--- src/rtl/dda_pkg.sv ---
`default_nettype none

package dda_pkg;

    // Grid and fixed-point formats
    localparam int COORD_BITS = 6;
    localparam int FRAC_BITS  = 8;

    // Accumulator: sign, COORD_BITS integer bits, FRAC_BITS fraction bits
    localparam int ACC_W      = COORD_BITS + 1 + FRAC_BITS;
    // Dividend / quotient register of the serial divider
    localparam int DIV_W      = COORD_BITS + FRAC_BITS;
    localparam int DIV_CNT_W  = $clog2(DIV_W + 1);
    // Rounding adder width
    localparam int RND_W      = ACC_W + 1;
    localparam logic [RND_W-1:0] RND_HALF = RND_W'(1) << (FRAC_BITS - 1);
    localparam logic [COORD_BITS:0] COORD_MAX = (COORD_BITS + 1)'((1 << COORD_BITS) - 1);

    // Controller states
    typedef enum logic [2:0] {
        S_IDLE = 3'b001,
        S_DIV  = 3'b010,
        S_STEP = 3'b100
    } dda_state_t;

    // Controller to datapath commands
    typedef struct packed {
        logic load;        // capture a segment and present its start point
        logic div_step;    // one quotient bit for both axes
        logic point_step;  // advance the accumulators and present a point
    } dda_cmd_t;

    // Datapath to controller status
    typedef struct packed {
        logic zero_len;    // segment on the input ports has zero length
        logic div_done;    // increments are ready
        logic last_step;   // next point is the final one
    } dda_status_t;

endpackage

`default_nettype wire

--- src/rtl/dda_ctrl.sv ---
`default_nettype none

module dda_ctrl (
    input  wire logic                 aclk,
    input  wire logic                 aresetn,
    input  wire logic                 s_valid,
    output logic                      s_ready,
    output logic                      m_valid,
    input  wire logic                 m_ready,
    input  wire dda_pkg::dda_status_t status,
    output dda_pkg::dda_cmd_t         cmd
);
    import dda_pkg::*;

    dda_state_t state_reg, state_next;
    logic       m_valid_reg, m_valid_next;
    logic       out_free;

    // Output slot can take a new point when empty or being drained
    assign out_free = !m_valid_reg || m_ready;
    assign m_valid  = m_valid_reg;

    // Sequence one segment: capture, divide, emit points
    always_comb begin
        state_next     = state_reg;
        cmd            = '0;
        s_ready        = 1'b0;
        unique case (state_reg)
            S_IDLE: begin
                s_ready = out_free;
                if (s_valid && out_free) begin
                    cmd.load   = 1'b1;
                    state_next = status.zero_len ? S_IDLE : S_DIV;
                end
            end
            S_DIV: begin
                if (status.div_done) begin
                    state_next = S_STEP;
                end else begin
                    cmd.div_step = 1'b1;
                end
            end
            S_STEP: begin
                if (out_free) begin
                    cmd.point_step = 1'b1;
                    if (status.last_step) begin
                        state_next = S_IDLE;
                    end
                end
            end
            default: state_next = S_IDLE;
        endcase
    end

    // Hold the output valid until its transfer
    always_comb begin
        if (cmd.load || cmd.point_step) begin
            m_valid_next = 1'b1;
        end else if (m_ready) begin
            m_valid_next = 1'b0;
        end else begin
            m_valid_next = m_valid_reg;
        end
    end

    always_ff @(posedge aclk) begin
        if (!aresetn) begin
            state_reg   <= S_IDLE;
            m_valid_reg <= 1'b0;
        end else begin
            state_reg   <= state_next;
            m_valid_reg <= m_valid_next;
        end
    end

endmodule

`default_nettype wire

--- src/rtl/dda_dp.sv ---
`default_nettype none

module dda_dp (
    input  wire logic                         aclk,
    input  wire logic [dda_pkg::COORD_BITS-1:0] s_x_start,
    input  wire logic [dda_pkg::COORD_BITS-1:0] s_y_start,
    input  wire logic [dda_pkg::COORD_BITS-1:0] s_x_end,
    input  wire logic [dda_pkg::COORD_BITS-1:0] s_y_end,
    input  wire dda_pkg::dda_cmd_t            cmd,
    output dda_pkg::dda_status_t              status,
    output logic [dda_pkg::COORD_BITS-1:0]    m_x_pixel,
    output logic [dda_pkg::COORD_BITS-1:0]    m_y_pixel,
    output logic                              m_last_point
);
    import dda_pkg::*;

    // Round half up and clamp a fixed-point position to the grid
    function automatic logic [COORD_BITS-1:0] round_pixel(input logic [ACC_W-1:0] acc);
        logic [RND_W-1:0]    r;
        logic [COORD_BITS:0] whole;
        r     = {acc[ACC_W-1], acc} + RND_HALF;
        whole = r[ACC_W-1:FRAC_BITS];
        if (r[RND_W-1]) begin
            return '0;
        end else if (whole > COORD_MAX) begin
            return COORD_MAX[COORD_BITS-1:0];
        end else begin
            return whole[COORD_BITS-1:0];
        end
    endfunction

    logic signed [COORD_BITS:0] dx, dy;
    logic [COORD_BITS-1:0]      mag_x, mag_y, steps_in;

    logic                  x_neg_reg, y_neg_reg;
    logic [COORD_BITS-1:0] steps_reg;
    logic [DIV_W-1:0]      xdiv_reg, ydiv_reg, xdiv_next, ydiv_next;
    logic [COORD_BITS-1:0] xrem_reg, yrem_reg, xrem_next, yrem_next;
    logic [DIV_CNT_W-1:0]  div_cnt_reg;
    logic [COORD_BITS-1:0] cnt_reg;
    logic [ACC_W-1:0]      xacc_reg, yacc_reg, xacc_next, yacc_next;
    logic [ACC_W-1:0]      xinc, yinc;
    logic [COORD_BITS:0]   xtrial, ytrial;
    logic                  xge, yge;
    logic [COORD_BITS-1:0] x_pixel_reg, y_pixel_reg;
    logic                  last_reg;

    // Deltas, magnitudes and step count of the segment on the ports
    assign dx       = $signed({1'b0, s_x_end}) - $signed({1'b0, s_x_start});
    assign dy       = $signed({1'b0, s_y_end}) - $signed({1'b0, s_y_start});
    assign mag_x    = dx[COORD_BITS] ? COORD_BITS'(-dx) : dx[COORD_BITS-1:0];
    assign mag_y    = dy[COORD_BITS] ? COORD_BITS'(-dy) : dy[COORD_BITS-1:0];
    assign steps_in = (mag_x > mag_y) ? mag_x : mag_y;

    // One restoring division step per axis
    assign xtrial    = {xrem_reg, xdiv_reg[DIV_W-1]};
    assign ytrial    = {yrem_reg, ydiv_reg[DIV_W-1]};
    assign xge       = xtrial >= {1'b0, steps_reg};
    assign yge       = ytrial >= {1'b0, steps_reg};
    assign xrem_next = xge ? COORD_BITS'(xtrial - {1'b0, steps_reg}) : xtrial[COORD_BITS-1:0];
    assign yrem_next = yge ? COORD_BITS'(ytrial - {1'b0, steps_reg}) : ytrial[COORD_BITS-1:0];
    assign xdiv_next = {xdiv_reg[DIV_W-2:0], xge};
    assign ydiv_next = {ydiv_reg[DIV_W-2:0], yge};

    // Signed increments from the finished quotients
    assign xinc = x_neg_reg ? ACC_W'(-{1'b0, xdiv_reg}) : {1'b0, xdiv_reg};
    assign yinc = y_neg_reg ? ACC_W'(-{1'b0, ydiv_reg}) : {1'b0, ydiv_reg};
    assign xacc_next = xacc_reg + xinc;
    assign yacc_next = yacc_reg + yinc;

    // Status to the controller
    assign status.zero_len  = (steps_in == '0);
    assign status.div_done  = (div_cnt_reg == '0);
    assign status.last_step = (cnt_reg == COORD_BITS'(1));

    assign m_x_pixel    = x_pixel_reg;
    assign m_y_pixel    = y_pixel_reg;
    assign m_last_point = last_reg;

    // Capture, divide, accumulate
    always_ff @(posedge aclk) begin
        if (cmd.load) begin
            x_neg_reg   <= dx[COORD_BITS];
            y_neg_reg   <= dy[COORD_BITS];
            steps_reg   <= steps_in;
            xdiv_reg    <= {mag_x, {FRAC_BITS{1'b0}}};
            ydiv_reg    <= {mag_y, {FRAC_BITS{1'b0}}};
            xrem_reg    <= '0;
            yrem_reg    <= '0;
            div_cnt_reg <= DIV_CNT_W'(DIV_W);
            cnt_reg     <= steps_in;
            xacc_reg    <= {1'b0, s_x_start, {FRAC_BITS{1'b0}}};
            yacc_reg    <= {1'b0, s_y_start, {FRAC_BITS{1'b0}}};
            x_pixel_reg <= s_x_start;
            y_pixel_reg <= s_y_start;
            last_reg    <= (steps_in == '0);
        end else if (cmd.div_step) begin
            xdiv_reg    <= xdiv_next;
            ydiv_reg    <= ydiv_next;
            xrem_reg    <= xrem_next;
            yrem_reg    <= yrem_next;
            div_cnt_reg <= div_cnt_reg - DIV_CNT_W'(1);
        end else if (cmd.point_step) begin
            xacc_reg    <= xacc_next;
            yacc_reg    <= yacc_next;
            cnt_reg     <= cnt_reg - COORD_BITS'(1);
            x_pixel_reg <= round_pixel(xacc_next);
            y_pixel_reg <= round_pixel(yacc_next);
            last_reg    <= (cnt_reg == COORD_BITS'(1));
        end
    end

endmodule

`default_nettype wire

--- src/rtl/dda_line_rasterizer.sv ---
`default_nettype none

// DDA line rasterizer for a 64 by 64 pixel grid. Each input transfer is one
// segment (start and end pixel); the block returns the start point and then
// one point per step, where the step count is the larger of |dx| and |dy|,
// and flags the final point with m_last_point. A zero-length segment returns
// only its start point. Per-step increments are signed fixed point with 8
// fraction bits, truncated toward zero, and each point is the accumulated
// position rounded half up. The start point is in the output register right
// after the input transfer; the increments then come from a bit-serial
// divider per axis (14 quotient bits, one per cycle for both axes, then a
// hand-off state), after which points follow at one per cycle while
// m_ready is high. The next segment is taken at the edge where the final
// point is transferred out.

module dda_line_rasterizer (
    input  wire logic                           aclk,
    input  wire logic                           aresetn,
    input  wire logic                           s_valid,
    output logic                                s_ready,
    input  wire logic [dda_pkg::COORD_BITS-1:0] s_x_start,
    input  wire logic [dda_pkg::COORD_BITS-1:0] s_y_start,
    input  wire logic [dda_pkg::COORD_BITS-1:0] s_x_end,
    input  wire logic [dda_pkg::COORD_BITS-1:0] s_y_end,
    output logic                                m_valid,
    input  wire logic                           m_ready,
    output logic [dda_pkg::COORD_BITS-1:0]      m_x_pixel,
    output logic [dda_pkg::COORD_BITS-1:0]      m_y_pixel,
    output logic                                m_last_point
);
    import dda_pkg::*;

    dda_cmd_t    cmd;
    dda_status_t status;

    // Sequencer
    dda_ctrl u_ctrl (
        .aclk    (aclk),
        .aresetn (aresetn),
        .s_valid (s_valid),
        .s_ready (s_ready),
        .m_valid (m_valid),
        .m_ready (m_ready),
        .status  (status),
        .cmd     (cmd)
    );

    // Divider, accumulators and output register
    dda_dp u_dp (
        .aclk         (aclk),
        .s_x_start    (s_x_start),
        .s_y_start    (s_y_start),
        .s_x_end      (s_x_end),
        .s_y_end      (s_y_end),
        .cmd          (cmd),
        .status       (status),
        .m_x_pixel    (m_x_pixel),
        .m_y_pixel    (m_y_pixel),
        .m_last_point (m_last_point)
    );

endmodule

`default_nettype wire

--- config.mk ---
export PLATFORM = sky130hd
export DESIGN_NAME = dda_line_rasterizer
export DESIGN_NICKNAME = d
export VERILOG_FILES = /design/src/rtl/dda_pkg.sv /design/src/rtl/dda_ctrl.sv /design/src/rtl/dda_dp.sv /design/src/rtl/dda_line_rasterizer.sv
export SDC_FILE = /design/constraint.sdc
export NUM_CORES = 1
export LEC_CHECK = 0
export ABC_AREA = 1
export BUFFER_PORTS_ARGS = -buffer_cell sky130_fd_sc_hd__buf_2
export CAP_MARGIN = 20
export CORE_MARGIN = 1.5
export CORE_UTILIZATION = 55
export CTS_CLUSTER_SIZE = 12
export DETAILED_ROUTE_END_ITERATION = 7
export PLACE_DENSITY_LB_ADDON = 0.25
export SLEW_MARGIN = 30
export SYNTH_ARGS = -nofsm -noshare
export SYNTH_HDL_FRONTEND = slang
export SYNTH_HIERARCHICAL = 1
export SYNTH_SLANG_ARGS = --single-unit
--- constraint.sdc ---
create_clock -name aclk -period 7.26 [get_ports aclk]
set_clock_uncertainty 0.05 [all_clocks]
set_input_delay 1.452 -clock aclk [delete_from_list [all_inputs] [get_ports aclk]]
set_output_delay 1.452 -clock aclk [all_outputs]
set_load 0.03 [all_outputs]
==> metrics.md, run 1 <==
| Metric | Value |
|---|---|
| Status | `complete, no violations` |
| Chip height | `about 130 um` |
| Dpl cells | `about 1.5k` |
| FF/Latch Area | `about 2600 um2` |
| Final setup vio count | `0` |
| Register bit total from synthesis | `around 110` |
| Pwr/cell area | `421 nW/um2` |
| Port buffer count | `42` |
| Total GRT Usage | `0.251` |
| Antenna violations before repair | `0` |
| Worst path slowest cell | `fa_1` |
| Multi-input logic area | `5220 um2` |
| DIE AREA | `16600 um2` |
| Setup Fix Bufs, Post-CTS | `0` |
| CP Data Required Time | `7480 ps` |
| Clock Power Share | `0.149` |
| Diode count | `0` |
| Ys async rst share | `0` |
| Max Buffers Root-to-Sink | `2` |
| NumNets Final | `1389` |
| Commonest register cell after synthesis | `dfxtp_1` |
| Worst hold path type | `flop to flop` |
| CP max stage delay | `420 ps` |
| TritonCTS clock tree | `done` |
| Overflow after GRT | `0` |
| Most used cell, CP | `nand2_1` |
| Area delta synth->final | `8.93%` |
| Worst-margin pin slew | `between 900 and 1000 ps` |
| Reg power frac | `0.239` |
| RSZ-0062 raised after global routing | `false` |
| Seq/Total Area, Yosys | `0.299` |
| Min cycle time layout | `just under 5000 ps` |
| Io pins | `43` |
| Relative slew margins | `0.367` |
| RePlAce Congestion | `slightly below 0.9` |
| DRC violation total after the first TritonRoute iteration | `~430` |
| Mapped cell area | `a little under 9000 um2` |
| Arr. time, crit path | `5080 ps` |
| # H-tree levels | `3` |
| Worst Hold Depth | `2` |
| Sw Share | `0.497` |
| Worst Setup End Kind | `flop` |
| Clock sinks | `105` |
| Fmax | `between 200 and 250 MHz` |
| Later-pin clock latency in the skew report | `roughly 360 ps` |
| Final worst-path cycle share | `0.669` |
| Combinational fraction of design power | `0.612` |
| Vias | `just under 8k` |
| Post-Route WL | `just over 20000 um` |
| Synth Instances | `about 1.2k` |
| Fill count | `between 1k and 1.5k` |
| # hold bufs at CTS | `0` |
| TNS Setup | `0 ps` |
| Largest net degree at the start of global routing | `36` |
| Final HPWL from detailed placement | `between 15000 and 20000 um` |
| DRC | `0` |
| Resized Gates After CTS | `0` |
| Distinct cell type count after synthesis | `between 50 and 60` |
| Core Footprint | `approximately 15000 um2` |
| Worst VDD drop | `~0.34 mV` |
| Clk root buf | `clkbuf_16` |
| DRT Pass-1 Iters | `6` |
| Internal Pwr Total | `slightly above 2 mW` |
| Max-slew violation count | `0` |
| Num CTS Buffers | `9` |
| Static leakage | `between 4 and 5 nW` |
| Number of synthesized flops with an enable pin | `between 50 and 60` |
| R2R depth | `9` |
| Synth warn | `6` |
| First-pass GRT wire length | `33200 um` |
| Crit path max fanout | `10` |
| WL/cell | `13.5 um` |
| Syn Nets | `between 1k and 1.5k` |
| Share of layout cells above drive strength 1 | `0.116` |
| Layout Cells excl Fill | `1500` |
| Switching pwr | `between 1.5 and 2 mW` |
| Post-DRT Antenna Nets | `0` |
| # Max-Cap Violations | `0` |
| Final hold vios | `0` |
| Worst setup SP type | `primary input` |
| Rows | `45` |
| Vias in the first global route | `between 7k and 8k` |
| DIE WIDTH | `between 100 and 150 um` |
| Mapped Avg Cell Area | `roughly 7.0 um2` |
| Reg clk slew, reported paths | `roughly 80 ps` |
| Critical path class | `primary input to flop` |
| Via density | `about 5.3` |
| Starting Density | `0.568` |
cells by family after synthesis:
group           Yosys count  share of synthesized area
simple gates            614                      0.319
buf+inv                 237                      0.103
compound gates          159                      0.104
flops                   105                      0.299
fa+ha+maj                77                      0.116
xor+xnor                 55                     0.0591
layout make-up:
class	count	area share
clock buffers	9	0.0237
well taps	211	0.0278
clock inverters	7	0.0143
repair buffers	44	0.0237
inverters	219	0.0866
multi-input cells	905	0.549
flip-flops and latches	105	0.275
per-layer routing:
layer	vias up	part of all wire	GRT usage	routed length, um
met1	3581	0.46	0.321	9350
met3	29	0.048	0.0453	974
met5	-	0	0	0
met2	187	0.47	0.428	9410
met4	0	0.022	0.0846	450
li1	4099	-	-	-
metrics by stage:
| step | setup slack, ps | hold WS [ps] | util | cell area [um2] | power [mW] |
|---|---|---|---|---|---|
| after floorplan | 2600 | 369 | - | 8730 | 2.87 |
| after global placement | 2170 | 385 | 0.595 | 9140 | 3.35 |
| after detailed placement | 2070 | 400 | 0.595 | 9140 | 3.39 |
| after CTS | 2450 | 411 | 0.618 | 9510 | 4.01 |
| after global routing | 2020 | 432 | 0.618 | 9510 | 4.38 |
| final | 2400 | 412 | 0.618 | 9510 | 4.00 |
synthesized netlist by cell type (2+ instances only):
cell | number | area share
nor2_1 | 52 | 0.022
o21ai_2 | 2 | 0.0020
buf_2 | 3 | 0.0017
nand4_1 | 24 | 0.017
nand2_2 | 27 | 0.019
edfxtp_1 | 51 | 0.18
a21oi_2 | 3 | 0.0030
ha_1 | 71 | 0.10
a21oi_1 | 44 | 0.025
or2_1 | 2 | 0.0014
nand2_1 | 374 | 0.16
nand2_4 | 2 | 0.0026
nor2_2 | 16 | 0.011
or2_2 | 4 | 0.0029
o211ai_1 | 4 | 0.0034
buf_1 | 2 | 0.00086
clkbuf_1 | 13 | 0.0056
nor2_4 | 2 | 0.0026
o21ai_0 | 58 | 0.033
o22ai_1 | 29 | 0.021
nand3_2 | 13 | 0.015
xnor2_1 | 10 | 0.010
dfxtp_1 | 54 | 0.12
o21bai_1 | 2 | 0.0017
nand3b_1 | 6 | 0.0052
and2_1 | 2 | 0.0014
nand3_1 | 74 | 0.042
inv_1 | 209 | 0.090
a21oi_4 | 2 | 0.0037
and2_4 | 2 | 0.0020
a31oi_1 | 4 | 0.0029
fa_1 | 6 | 0.014
clkinv_1 | 3 | 0.0013
xor2_1 | 42 | 0.042
inv_2 | 6 | 0.0026
o21ai_1 | 5 | 0.0029
nor3_1 | 9 | 0.0052
power groups by stage:
stage / clock network (mW) / logic, mW / registers [mW]
finish: 0.596 / 2.45 / 0.956
CTS: 0.608 / 2.44 / 0.956
floorplan: 0 / 1.85 / 1.02
detailed placement: 0 / 2.43 / 0.965
global placement: 0 / 2.39 / 0.964
global route: 0.626 / 2.78 / 0.974
critical path, delay by kind of cell:
family,cells,cell delay (ps)
compound gates,2,480
fa+ha+maj,3,840
buf+inv,5,320
simple gates,16,1620
xor+xnor,1,350
worst paths after layout:
check | startpoint | to | slack (ps)
worst max-delay path | s_y_end[0] | u_ctrl/state_reg[1]$_SDFFE_PN0P_ | 2400
worst min-delay path | u_dp/yrem_reg[5]$_SDFFE_PP0P_ | u_dp/yrem_reg[5]$_SDFFE_PP0P_ | 410
worst max register to register | u_ctrl/state_reg[1]$_SDFFE_PN0P_ | u_dp/m_y_pixel[4]$_DFFE_PP_ | 3550
worst min register to register | u_dp/yrem_reg[5]$_SDFFE_PP0P_ | u_dp/yrem_reg[5]$_SDFFE_PP0P_ | 410
cells in the final DEF, fill, tap and decap left out, types with 3 or more instances in the layout:
| cell | instances |
|---|---|
| a21oi_1 | 44 |
| a21oi_2 | 3 |
| a31oi_1 | 4 |
| buf_2 | 42 |
| bufinv_16 | 3 |
| clkbuf_16 | 9 |
| dfxtp_1 | 54 |
| edfxtp_1 | 51 |
| fa_1 | 6 |
| ha_1 | 71 |
| inv_1 | 208 |
| inv_2 | 8 |
| nand2_1 | 374 |
| nand2_2 | 27 |
| nand3_1 | 74 |
| nand3_2 | 13 |
| nand3b_1 | 6 |
| nand4_1 | 24 |
| nor2_1 | 52 |
| nor2_2 | 16 |
| nor3_1 | 9 |
| o211ai_1 | 4 |
| o21ai_0 | 58 |
| o21ai_1 | 5 |
| o22ai_1 | 29 |
| or2_2 | 4 |
| xnor2_1 | 10 |
| xor2_1 | 42 |
No activity file was read; power rests on OpenSTA's default activity.
==> run 2: changes to the inputs <==
--- a/config.mk
+++ b/config.mk
@@ -5,7 +5,7 @@
 export SDC_FILE = /design/constraint.sdc
 export NUM_CORES = 1
 export LEC_CHECK = 0
-export ABC_AREA = 1
+export ABC_AREA = 0
 export BUFFER_PORTS_ARGS = -buffer_cell sky130_fd_sc_hd__buf_2
 export CAP_MARGIN = 20
 export CORE_MARGIN = 1.5
==> constraint.sdc (replaced) <==
create_clock -name aclk -period 4.7 [get_ports aclk]
set_clock_uncertainty 0.05 [all_clocks]
set_input_delay 0.94 -clock aclk [delete_from_list [all_inputs] [get_ports aclk]]
set_output_delay 0.94 -clock aclk [all_outputs]
set_load 0.03 [all_outputs]
==> metrics.md, run 2 <==
| Metric | Value |
|---|---|
| Status | `complete, no violations` |
| Distinct cell type count after synthesis | `79 (+52%)` |
| Relative slew margins | `0.407 (+0.0399)` |
| NumNets Final | `1079 (-22%)` |
| Most common cell in the synthesized netlist | `nand2_1` |
| Mapped cell area | `8040 um2 (-7.8%)` |
| Fmax | `around 220 MHz` |
| Commonest register cell after synthesis | `dfxtp_1` |
| Synth top area share | `0.190 (+0.0149)` |
| Most frequent cells in the layout | `nand2_1, ha_1, nor2_1, inv_1, xnor2_1` |
| Arr. time, crit path | `4770 ps (-310 ps)` |
| TNS Setup | `0 ps (unchanged)` |
| Final hold vios | `0 (unchanged)` |
| Rows | `44 (-2.2%)` |
| Synth cell count leaders | `nand2_1, ha_1, nor2_1, xnor2_1, a21oi_1` |
| WL/cell | `15.8 um (+17%)` |
| Vias in the first global route | `6101 (-16%)` |
| Worst Hold Depth | `2 (unchanged)` |
| # Max-Cap Violations | `0 (unchanged)` |
| R2r setup slk | `270 ps (-3280 ps)` |
| Vias | `6806 (-14%)` |
| Max-slew violation count | `0 (unchanged)` |
| Combinational fraction of design power | `0.550 (-0.062)` |
| Max Buffers Root-to-Sink | `2 (unchanged)` |
| Syn Nets | `1004 (-26%)` |
| Seq/Total Area, Yosys | `0.325 (+0.0254)` |
| Critical path class | `primary input to flop` |
| Worst Hold Path EP | `u_dp/xacc_reg[4]$_SDFFE_PP0P_` |
| Chip height | `124 um (-3.9%)` |
| Area delta synth->final | `15.0%` |
| Static leakage | `3.99 nW (-20%)` |
| DIE AREA | `15400 um2 (-7.6%)` |
| Fill count | `1217 (-16%)` |
| Synth Instances | `899 (-28%)` |
| TritonCTS clock tree | `done` |
| CP Data Required Time | `4920 ps (-2560 ps)` |
| Most common cell after layout, fill and taps aside | `nand2_1` |
| Later-pin clock latency in the skew report | `360 ps (about the same)` |
| Antenna violations before repair | `0 (unchanged)` |
| Min cycle time layout | `between 4000 and 5000 ps` |
| Final setup vio count | `0 (unchanged)` |
| Total GRT Usage | `0.242 (-0.00923)` |
| Synth warn | `6 (unchanged)` |
| Switching pwr | `1.92 mW (-3.8%)` |
| Synth area leader | `edfxtp_1` |
| Clock Power Share | `0.174 (+0.025)` |
| Crit path max fanout | `4 (-6)` |
| Clock sinks | `105 (unchanged)` |
| Final worst-path cycle share | `0.967` |
| DRC | `0 (unchanged)` |
| Largest net degree at the start of global routing | `60 (+67%)` |
| Post-Route WL | `18400 um (-9.0%)` |
| Io pins | `43 (unchanged)` |
| Worst VDD drop | `0.319 mV (-5.2%)` |
| FF/Latch Area | `2610 um2 (unchanged)` |
| Share of layout cells above drive strength 1 | `0.173 (+0.0570)` |
| Synth area leaders | `edfxtp_1, dfxtp_1, ha_1, xnor2_1, nand2_1` |
| Sw Share | `0.411 (-0.0866)` |
| Register bit total from synthesis | `105 (unchanged)` |
| Starting Density | `0.558 (-0.0101)` |
| Reg power frac | `0.276 (+0.037)` |
| Total power | `4.66 mW (+16%)` |
| First-pass GRT wire length | `29200 um (-12%)` |
| R2R depth | `13 (+4)` |
| DRC violation total after the first TritonRoute iteration | `491 (+14%)` |
| Final HPWL from detailed placement | `13600 um (-13%)` |
| Mapped Avg Cell Area | `8.95 um2 (+28%)` |
| # H-tree levels | `3 (unchanged)` |
| Internal Pwr Total | `2.75 mW (+37%)` |
| Num CTS Buffers | `9 (unchanged)` |
| DIE WIDTH | `124 um (-3.9%)` |
| Port buffer count | `42 (unchanged)` |
| Multi-input logic area | `5290 um2 (+1.3%)` |
| Core Footprint | `14400 um2 (-6.2%)` |
| Final setup margin | `155 ps (-2250 ps)` |
| Dpl ws | `-241 ps (-2310 ps)` |
| DRT Pass-1 Iters | `5 (-1)` |
| Reg2reg start | `u_dp/xdiv_reg[1]$_SDFFE_PP0P_` |
| Number of synthesized flops with an enable pin | `51 (unchanged)` |
| Ys async rst share | `0 (unchanged)` |
| Worst-margin pin slew | `886 ps (-59.7 ps)` |
| Via density | `5.85 (+11%)` |
| Worst Setup End Kind | `flop` |
| Clk root buf | `clkbuf_16` |
| Overflow after GRT | `0 (unchanged)` |
| Pwr/cell area | `504 nW/um2 (+20%)` |
| Post-DRT Antenna Nets | `0 (unchanged)` |
| Hold path startpoint | `u_dp/xacc_reg[4]$_SDFFE_PP0P_` |
| Diode count | `0 (unchanged)` |
| Reg clk slew, reported paths | `70 ps (about the same)` |
| Worst setup SP type | `primary input` |
| RePlAce Congestion | `0.910 (+4.0%)` |
| FF-to-FF End | `u_dp/m_x_pixel[4]$_DFFE_PP_` |
| Worst hold path type | `flop to flop` |
[run 2: final cells by class]
class                   count  area share
multi-input cells         709       0.572
inverters                  58      0.0235
clock buffers              12      0.0290
well taps                 184      0.0249
clock inverters             4     0.00582
flip-flops and latches    105       0.282
repair buffers             91      0.0625
[run 2: logic make-up (layout without fill, tap and decap cells)]
family,count (synthesis),count (layout),synth area share
AOI/OAI and AO/OA,247,247,0.212
xor gates and xnor gates,78,78,0.0873
adders and majority gates,77,77,0.125
buffers and inverters,85,165,0.0401
DFF,105,105,0.325
muxes,33,33,0.0415
and+or+nand+nor,274,274,0.169
[run 2: critical path, cell delays in order]
cell and delay, ps:
buf_2 90, inv_1 40, ha_1 140, inv_1 60
fa_2 340, a21o_1 170, a21oi_2 160, buf_4 140
xnor2_2 110, buf_4 130, a21oi_1 40, nand2b_1 190
ha_1 350, nand4_1 150, nor2_2 80, o32ai_4 360
mux2_4 340, or4_4 510, nor2_4 130, o21ai_0 100
o221ai_1 180
[run 2: power groups by stage]
| stage | sequential, mW | clock (mW) | combinational, mW |
|---|---|---|---|
| floorplan | 1.37 | 0 | 1.76 |
| global placement | 1.30 | 0 | 2.41 |
| detailed placement | 1.31 | 0 | 2.43 |
| CTS | 1.29 | 0.828 | 2.46 |
| global route | 1.31 | 0.860 | 2.81 |
| finish | 1.29 | 0.811 | 2.56 |
[run 2: layer usage]
layer  global-route usage  up-vias  routed length [um]
li1                     -     3421                   -
met1                0.338     3180                8620
met2                0.384      183                8530
met3               0.0389       22                 925
met4               0.0774        0                 292
met5                    0        -                   0
[run 2: worst max path at each step]
| stage | start | to | slack [ps] | cells after the start |
|---|---|---|---|---|
| floorplan | s_x_end[0] | u_ctrl/state_reg[1]$_SDFFE_PN0P_ | 70 | 20 |
| global placement | s_x_end[0] | u_ctrl/state_reg[1]$_SDFFE_PN0P_ | -180 | 21 |
| detailed placement | s_x_end[0] | u_ctrl/state_reg[1]$_SDFFE_PN0P_ | -240 | 21 |
| CTS | u_dp/xdiv_reg[1]$_SDFFE_PP0P_ | u_dp/m_x_pixel[4]$_DFFE_PP_ | 70 | 13 |
| global route | s_y_start[1] | u_ctrl/state_reg[0]$_SDFFE_PN1P_ | -30 | 18 |
| finish | s_x_end[0] | u_ctrl/state_reg[0]$_SDFFE_PN1P_ | 150 | 21 |
[run 2: timing repair]
action | 4_1_cts | 5_1_grt
hold buffers | 0 | 0
setup endpoints to repair | 0 | 3
setup buffers | 0 | 5
hold endpoints to repair | 0 | 0
resized for setup | 0 | 21
[run 2: metrics by stage]
step	instance area [um2]	utilization	hold WS, ps	std cells
after floorplan	8090	-	376	899
after global placement	8770	0.608	389	1142
after detailed placement	8770	0.608	402	1142
after CTS	9090	0.630	410	1158
after global routing	9250	0.641	423	1163
final	9250	0.641	411	1163
==> run 3: changes to the inputs <==
--- a/config.mk
+++ b/config.mk
@@ -16,5 +16,4 @@
 export SLEW_MARGIN = 30
 export SYNTH_ARGS = -nofsm -noshare
 export SYNTH_HDL_FRONTEND = slang
-export SYNTH_HIERARCHICAL = 1
 export SYNTH_SLANG_ARGS = --single-unit
==> metrics.md, run 3 <==
| Metric | Value |
|---|---|
| Status | `finished with violations` |
| Crit path cell chain | `or4_4 > or3_1 > o31ai_1 > xnor2_1 > ha_1 > a21o_1 > a211o_1 > a2111oi_1 > a32o_1 > nor3_4 > xnor2_1 > or3_1 > a32o_1` |
| Diode count | `0 (unchanged)` |
| Pwr/cell area | `691 nW/um2 (+37%)` |
| Worst hold path type | `flop to flop` |
| Reg power frac | `0.240 (-0.036)` |
| Min cycle time layout | `4510 ps (-37.3 ps)` |
| Mapped Avg Cell Area | `8.38 um2 (-6.3%)` |
| Area delta synth->final | `13.7%` |
| Clock sinks | `105 (unchanged)` |
| Vias | `7506 (+10%)` |
| Mapped cell area | `8310 um2 (+3.3%)` |
| Number of synthesized flops with an enable pin | `51 (unchanged)` |
| Via density | `5.97 (+2.0%)` |
| Post-DRT Antenna Nets | `0 (unchanged)` |
| RePlAce Congestion | `0.906 (-0.42%)` |
| Worst setup SP type | `flop` |
| Synth top area share | `0.184 (-0.00608)` |
| CP bufs+invs | `0 (-5)` |
| Final HPWL from detailed placement | `14200 um (+4.6%)` |
| Worst path slowest cell | `or4_4` |
| Worst Setup End Kind | `flop` |
| Io pins | `43 (unchanged)` |
| First-pass GRT wire length | `33200 um (+14%)` |
| DIE AREA | `15900 um2 (+3.2%)` |
| Seq/Total Area, Yosys | `0.314 (-0.0104)` |
| Max-slew violation count | `0 (unchanged)` |
| Clock Power Share | `0.107 (-0.067)` |
| Starting Density | `0.567 (+0.00973)` |
| Largest net degree at the start of global routing | `45 (-25%)` |
| Synth cell count leaders | `nand2_1, o21ai_0, ha_1, a21oi_1, inv_1` |
| Crit path max fanout | `7 (+3)` |
| Port buffer count | `42 (unchanged)` |
| Synth area leader | `edfxtp_1` |
| Distinct cell type count after synthesis | `65 (-18%)` |
| Syn Nets | `1095 (+9.1%)` |
| DRC | `2 (+2)` |
| Num CTS Buffers | `9 (unchanged)` |
| DRC violation total after the first TritonRoute iteration | `675 (+37%)` |
| # H-tree levels | `3 (unchanged)` |
| Final setup vio count | `0 (unchanged)` |
| Worst VDD drop | `0.593 mV (+86%)` |
| GRT met3 Usage | `0.0327 (-0.00621)` |
| Synth Instances | `991 (+10%)` |
| Relative slew margins | `0.438 (+0.0312)` |
| Crit-path leading delay family | `compound AO/OA/AOI/OAI gates` |
| TNS Setup | `0 ps (unchanged)` |
| Register bit total from synthesis | `105 (unchanged)` |
| Fmax | `222 MHz (+0.83%)` |
| CP max stage delay | `520 ps (about the same)` |
| Combinational fraction of design power | `0.653 (+0.103)` |
| Clk root buf | `clkbuf_16` |
| Met1 GRT Util | `0.364 (+0.0264)` |
| Synth warn | `0 (-6)` |
| Gr busiest metal | `met2` |
| Synth area leaders | `edfxtp_1, dfxtp_1, ha_1, o21ai_0, nand2_1` |
| Commonest register cell after synthesis | `dfxtp_1` |
| Most common cell in the synthesized netlist | `nand2_1` |
| WHS | `410 ps (-1.43 ps)` |
| Reg clk slew, reported paths | `70 ps (about the same)` |
| Grt met2 use | `0.397 (+0.0132)` |
| Sw Share | `0.462 (+0.0512)` |
| TritonCTS clock tree | `done` |
| Critical path class | `flop to flop` |
| Most frequent cells in the layout | `nand2_1, o21ai_0, ha_1, buf_4` |
| CP Data Required Time | `4760 ps (-160 ps)` |
| Vias in the first global route | `7017 (+15%)` |
| Antenna violations before repair | `0 (unchanged)` |
| # hold bufs at CTS | `0 (unchanged)` |
| Worst-margin pin slew | `842 ps (-43.5 ps)` |
| Overflow after GRT | `0 (unchanged)` |
| NumNets Final | `1173 (+8.7%)` |
| Total GRT Usage | `0.252 (+0.0103)` |
| Static leakage | `4.03 nW (+1.1%)` |
| Later-pin clock latency in the skew report | `360 ps (about the same)` |
| Core Footprint | `14600 um2 (+1.5%)` |
| Post-Route WL | `19500 um (+6.3%)` |
| Final worst-path cycle share | `0.959 (-0.00794)` |
| DIE WIDTH | `126 um (+1.6%)` |
| Internal Pwr Total | `3.51 mW (+28%)` |
| Final hold vios | `0 (unchanged)` |
| Max Buffers Root-to-Sink | `2 (unchanged)` |
| DRT Pass-1 Iters | `7 (+2)` |
| Rows | `44 (unchanged)` |
| Violated checks | `design-rule violations` |
| Ys async rst share | `0 (unchanged)` |
| Arr. time, crit path | `4570 ps (-200 ps)` |
| Post-DP Area | `9050 um2 (+3.3%)` |
| Share of layout cells above drive strength 1 | `0.150 (-0.0227)` |
| Final instance area | `9450 um2 (+2.2%)` |
| Switching pwr | `3.01 mW (+57%)` |
| Chip height | `126 um (+1.6%)` |
| # Max-Cap Violations | `0 (unchanged)` |
| WL/cell | `15.5 um (-1.8%)` |
| Most common cell after layout, fill and taps aside | `nand2_1` |
-- run 3: changes by cell type after synthesis, sizes merged, moves of 6 or more --
cell	previous run	this run
mux2i	30	19
xnor2	62	49
mux2	3	9
nand3	21	35
o21ai	55	98
nand2	86	127
clkbuf	20	30
-- run 3: cells by family after synthesis --
family	Yosys count	share of synthesized area
and+or+nand+nor	326	0.190
AOI/OAI and AO/OA	292	0.225
DFF	105	0.314
buffers and inverters	97	0.0440
adders and majority gates	76	0.120
xor gates and xnor gates	67	0.0723
muxes	28	0.0351
-- run 3: repair_timing --
item                       CTS  global route
resized for setup            0            18
setup endpoints to repair    0            13
setup buffers                0             7
-- run 3: cell type report --
| type | instances | area [um2] |
|---|---|---|
| clock inverters | 4 | 22.5 |
| flip-flops and latches | 105 | 2610 |
| inverters | 61 | 229 |
| repair buffers | 103 | 674 |
| clock buffers | 12 | 236 |
| well taps | 184 | 230 |
| fillers | 1232 | 5190 |
| multi-input cells | 789 | 5440 |
-- run 3: worst paths after layout --
kind	from	to	slack, ps	cells after the start
setup reg to reg	u_dp.ydiv_reg[6]$_SDFFE_PP0P_	u_dp.m_y_pixel[4]$_DFFE_PP_	190	13
setup / recovery	u_dp.ydiv_reg[6]$_SDFFE_PP0P_	u_dp.m_y_pixel[4]$_DFFE_PP_	190	13
hold / removal	u_dp.yacc_reg[3]$_SDFFE_PP0P_	u_dp.yacc_reg[3]$_SDFFE_PP0P_	410	2
hold reg to reg	u_dp.yacc_reg[3]$_SDFFE_PP0P_	u_dp.yacc_reg[3]$_SDFFE_PP0P_	410	2
-- run 3: worst register-to-register path, delay by kind of cell (launching register included) --
kind | cells | cell delay, ps
fa+ha+maj | 1 | 350
flops | 1 | 360
simple gates | 4 | 1390
xor+xnor | 2 | 370
compound gates | 6 | 1740
-- run 3: metrics by stage --
step           power [mW]  utilization  instances  setup slack [ps]
2_1_floorplan        4.62            -        991              18.0
3_3_place_gp         5.58        0.618       1235              -136
3_5_place_dp         5.64        0.618       1235              -245
4_1_cts              6.36        0.636       1251               138
5_1_grt              7.09        0.645       1258             -53.1
6_report             6.53        0.645       1258               192
-- run 3: per-layer routing --
| metal | share of wire | vias up |
|---|---|---|
| li1 | - | 3769 |
| met1 | 0.49 | 3509 |
| met2 | 0.45 | 207 |
| met3 | 0.049 | 21 |
| met4 | 0.015 | 0 |
| met5 | 0 | - |
-- run 3: power groups by stage --
stage	clock network [mW]	logic [mW]	registers, mW
4_1_cts	0.708	4.08	1.57
6_report	0.696	4.26	1.57
3_5_place_dp	0	4.05	1.59
3_3_place_gp	0	4.00	1.58
5_1_grt	0.739	4.74	1.61
2_1_floorplan	0	2.96	1.66
